**config.mk**
```make
export PLATFORM = sky130hd
export DESIGN_NAME = tdm_pix_cmp
export DESIGN_NICKNAME = d
export VERILOG_FILES = /design/src/design/assert_macros.svh /design/src/design/tdm_pkg.sv /design/src/design/tdm_pix_cmp.sv
export SDC_FILE = /design/constraint.sdc
export NUM_CORES = 1
export LEC_CHECK = 0
export BUFFER_PORTS_ARGS = -buffer_cell sky130_fd_sc_hd__buf_4
export CAP_MARGIN = 10
export CELL_PAD_IN_SITES_DETAIL_PLACEMENT = 0
export CELL_PAD_IN_SITES_GLOBAL_PLACEMENT = 1
export CORE_MARGIN = 3
export CORE_UTILIZATION = 40
export DETAILED_ROUTE_END_ITERATION = 12
export PLACE_DENSITY_LB_ADDON = 0.3
export RECOVER_POWER = 50
export SLEW_MARGIN = 20
export SYNTH_ARGS = -nofsm -noshare
export SYNTH_HDL_FRONTEND = slang
export SYNTH_SLANG_ARGS = --single-unit
```
**constraint.sdc**
```tcl
create_clock -name vclk -period 8.2
set_clock_uncertainty 0.1 [all_clocks]
set_input_delay 2.05 -clock vclk [all_inputs]
set_output_delay 2.05 -clock vclk [all_outputs]
set_load 0.02 [all_outputs]
```
**src/design/assert_macros.svh**
```systemverilog
// Assertion helpers shared by the RTL files.
// All checks are clocked on clk and are disabled while arst_n is low.
`ifndef ASSERT_MACROS_SVH
`define ASSERT_MACROS_SVH

// Checks that an expression holds at every clock edge.
`define TDM_ASSERT(lbl, expr, msg) \
	lbl: assert property (@(posedge clk) disable iff (!arst_n) (expr)) else $error(msg);

// Checks that a condition leads to a consequence in the next cycle.
`define TDM_ASSERT_NEXT(lbl, ante, cons, msg) \
	lbl: assert property (@(posedge clk) disable iff (!arst_n) (ante) |=> (cons)) else $error(msg);

`endif

```
**src/design/tdm_pkg.sv**
```systemverilog
`timescale 1ns / 1ps
// ----------------------------------------------------------------------------
// Tile dictionary match package
// Sizes, register indexes and the pixel type shared by the tile matcher.
// ----------------------------------------------------------------------------
package tdm_pkg;

	localparam int MAX_TILES   = 64;
	localparam int TILE_SIDE   = 8;
	localparam int TILE_PIXELS = TILE_SIDE * TILE_SIDE;
	localparam int IDX_W       = $clog2(MAX_TILES);
	localparam int POS_W       = $clog2(TILE_PIXELS);
	localparam int ADDR_W      = IDX_W + POS_W;
	localparam int CNT_W       = IDX_W + 1;
	localparam int CHAN_W      = 8;

	localparam int TOL_W       = 8;
	localparam int TILES_W     = 7;
	localparam int CFG_W       = 8;
	localparam int CFG_IDX_W   = 1;

	localparam logic [CFG_IDX_W-1:0] REG_TOLERANCE = 1'd0;
	localparam logic [CFG_IDX_W-1:0] REG_TILES     = 1'd1;

	localparam logic OP_LOAD      = 1'b0;
	localparam logic OP_CANDIDATE = 1'b1;

	localparam logic [TOL_W-1:0]   TOL_RESET   = 8'd2;
	localparam logic [TILES_W-1:0] TILES_RESET = 7'd0;

	localparam int IN_DATA_W  = 40;
	localparam int OUT_DATA_W = 8;

	typedef struct packed {
		logic [CHAN_W-1:0] red;
		logic [CHAN_W-1:0] green;
		logic [CHAN_W-1:0] blue;
	} rgb_t;

endpackage

```
**src/design/tdm_pix_cmp.sv**
```systemverilog
`timescale 1ns / 1ps
// ----------------------------------------------------------------------------
// Tile dictionary match pixel compare
// Flags a mismatch when any color channel differs by more than the tolerance.
// ----------------------------------------------------------------------------
module tdm_pix_cmp (
	input  tdm_pkg::rgb_t              stored,
	input  tdm_pkg::rgb_t              cand,
	input  logic [tdm_pkg::TOL_W-1:0]  tolerance,
	output logic                       mismatch
);
	import tdm_pkg::*;

	logic [CHAN_W-1:0] diff_r;
	logic [CHAN_W-1:0] diff_g;
	logic [CHAN_W-1:0] diff_b;

	assign diff_r = (stored.red > cand.red) ? (stored.red - cand.red)
		: (cand.red - stored.red);
	assign diff_g = (stored.green > cand.green) ? (stored.green - cand.green)
		: (cand.green - stored.green);
	assign diff_b = (stored.blue > cand.blue) ? (stored.blue - cand.blue)
		: (cand.blue - stored.blue);

	assign mismatch = (diff_r > tolerance) || (diff_g > tolerance) || (diff_b > tolerance);

endmodule

```
==> results.ini <==
[global_route]
grt_use_met1 = 0.216
grt.overflow.total = 0
grt_pass1_vias = 2249
use_met2 = 0.270
grt_max_degree = 12
grt-busiest-layer = met2
grt_pass1_wl_um = 9760
grt_usage = 0.151
grtUsageMet3 = 0.00380
antenna_found_initial = 0

[floorplanning]
start_util = 0.424
num_io_pins = 57
die_w_um = 86.4
num_rows = 28
core_um2 = 6100
die-area_um2 = 7470
die_height_um = 86.4

[route]
drt-pass1-iter-count = 4
vias = 2365
drt-initial-drc-count = 103
detail-route-antenna-nets = 0
wl_per_cell_um = 12.5
route.detailed.drc = 0
drt-total-wl_um = 5670
via_per_inst = 5.21

[critical_path]
end_kind = primary output
arrival_ps = 5470
crit_buf_inv = 4
cp.required_ps = 6050
critPathTopFamily = compound AO/OA/AOI/OAI gates
cp_max_fo = 7
critPathKind = input pin to primary output
cp_slowest_stage_delay_ps = 850
cp_slowest_cell = o41ai_2
critPathLaunchType = input pin
path_cells = buf_4 -> inv_1 -> ha_1 -> inv_1 -> fa_1 -> nand3_1 -> a21boi_4 -> o41ai_2 -> mux2_2 -> ha_1 -> nor2b_1 -> o211ai_1 -> a21oi_1 -> o21ai_0 -> nand4_1 -> buf_4

[final_layout]
final_cells = 454
seq_cell_count = 0
layout-drive-gt1-share = 0.190
fin_util = 0.496
diodes = 0
layout.nets = 512
areaGrowthSynthToFinish_pct = 16.9
clkbuf_count = 0
register_area_um2 = 0
stdcell_area_um2 = 3020

[logic_synthesis]
syn_area_per_cell_um2 = 7.74
yosysWarnings = 0
seq_area_frac_synth = 0
syn-cell-area_um2 = 2590
yosys.cell_types.count = 38
syn_nets = 465
netlist_instances = 334

[pwr]
p_leak_nw = 1.67
switching_share = 0.520
power.switching_uw = 127
fin_total_pwr_uw = 245
p_per_area_nw_per_um2 = 81.0
power_frac_clock = 0
vdd_drop_max_mv = 0.0316
p_int_uw = 118
seq_power_share = 0
combinationalPowerShare = 1.000

[place]
gp_congestion = 0.881
hpwlAfterDp_um = 5120
numPortBuffers = 57
dp_cells = 454
dpl_worst_slack_ps = 805
place_area_um2 = 3040

[timing]
tns_ps = 0
timing.fmax_ghz = 0.131
setup_viol = 0
slew_viol_final = 0
worst_slack_ps = 579
slew-limit-headroom = 0.341
rsz0062_at_grt = false
tightest_slew_ps = 979
fin_crit_sh = 0.929
holdWs_ps = 4690
hold_viol = 0
min_period_ps = 7620

[clocking]
post_cts_buffers = 0
hold_buffers = 0
ctsResizeCount = 0

[outcome]
outcome = finished, final reports clean

[min_path]
worstHoldPathType = input pin to primary output

[flow_run]
cap_violations = 0

==> final timing paths <==
path | start | to | slack, ps | cells past startpoint
max | stored[8] | mismatch | 580 | 16
min | tolerance[7] | mismatch | 4690 | 6
==> power groups by stage <==
stage	logic, mW	registers [mW]	clock network, mW
after floorplan	0.184	0	0
after global placement	0.244	0	0
after detailed placement	0.247	0	0
after CTS	0.249	0	0
after global routing	0.281	0	0
final	0.245	0	0
==> Yosys cell counts, types with 5 or more instances <==
library cell	number	area [µm²]
mux2i_1	17	170
nand3_1	10	50.1
a31oi_1	9	56.3
nor2b_1	7	43.8
nand2_1	16	60.1
clkbuf_1	5	18.8
o21ai_0	14	70.1
fa_1	6	120
nand4_1	10	62.6
xor2_1	7	61.3
a21o_1	11	82.6
a211oi_1	9	67.6
nor2_1	7	26.3
a21oi_1	29	145
ha_1	69	863
xnor2_1	8	70.1
mux2_2	6	67.6
inv_1	59	221
==> layer usage <==
layer,up-vias,wire (µm)
met1,1036,2710
li1,1271,-
met3,0,304
met4,0,0
met5,-,0
met2,58,2650
==> kinds of logic after synthesis <==
group | Yosys count | synth area share
muxes | 23 | 0.0919
and+or+nand+nor | 60 | 0.123
buffers and inverters | 71 | 0.114
adders and majority gates | 75 | 0.380
xor gates and xnor gates | 15 | 0.0508
AOI/OAI and AO/OA | 90 | 0.240
==> placed cells by master, fill, tap and decap left out, types with 6 or more instances in the layout <==
cell / n
ha_1: 69
inv_1: 59
buf_4: 57
a21oi_1: 29
mux2i_1: 17
nand2_1: 16
o21ai_0: 14
a21o_1: 11
nand3_1: 10
nand4_1: 10
a211oi_1: 9
a31oi_1: 9
xnor2_1: 8
nor2b_1: 7
nor2_1: 7
xor2_1: 7
mux2_2: 6
fa_1: 6
==> layout make-up <==
cell class | count | area (µm²)
timing repair buffer | 57 | 428
inverter | 59 | 221
multi-input combinational | 263 | 2280
fill | 624 | 3070
tap | 75 | 93.8
(Power assumes the default switching activity.)
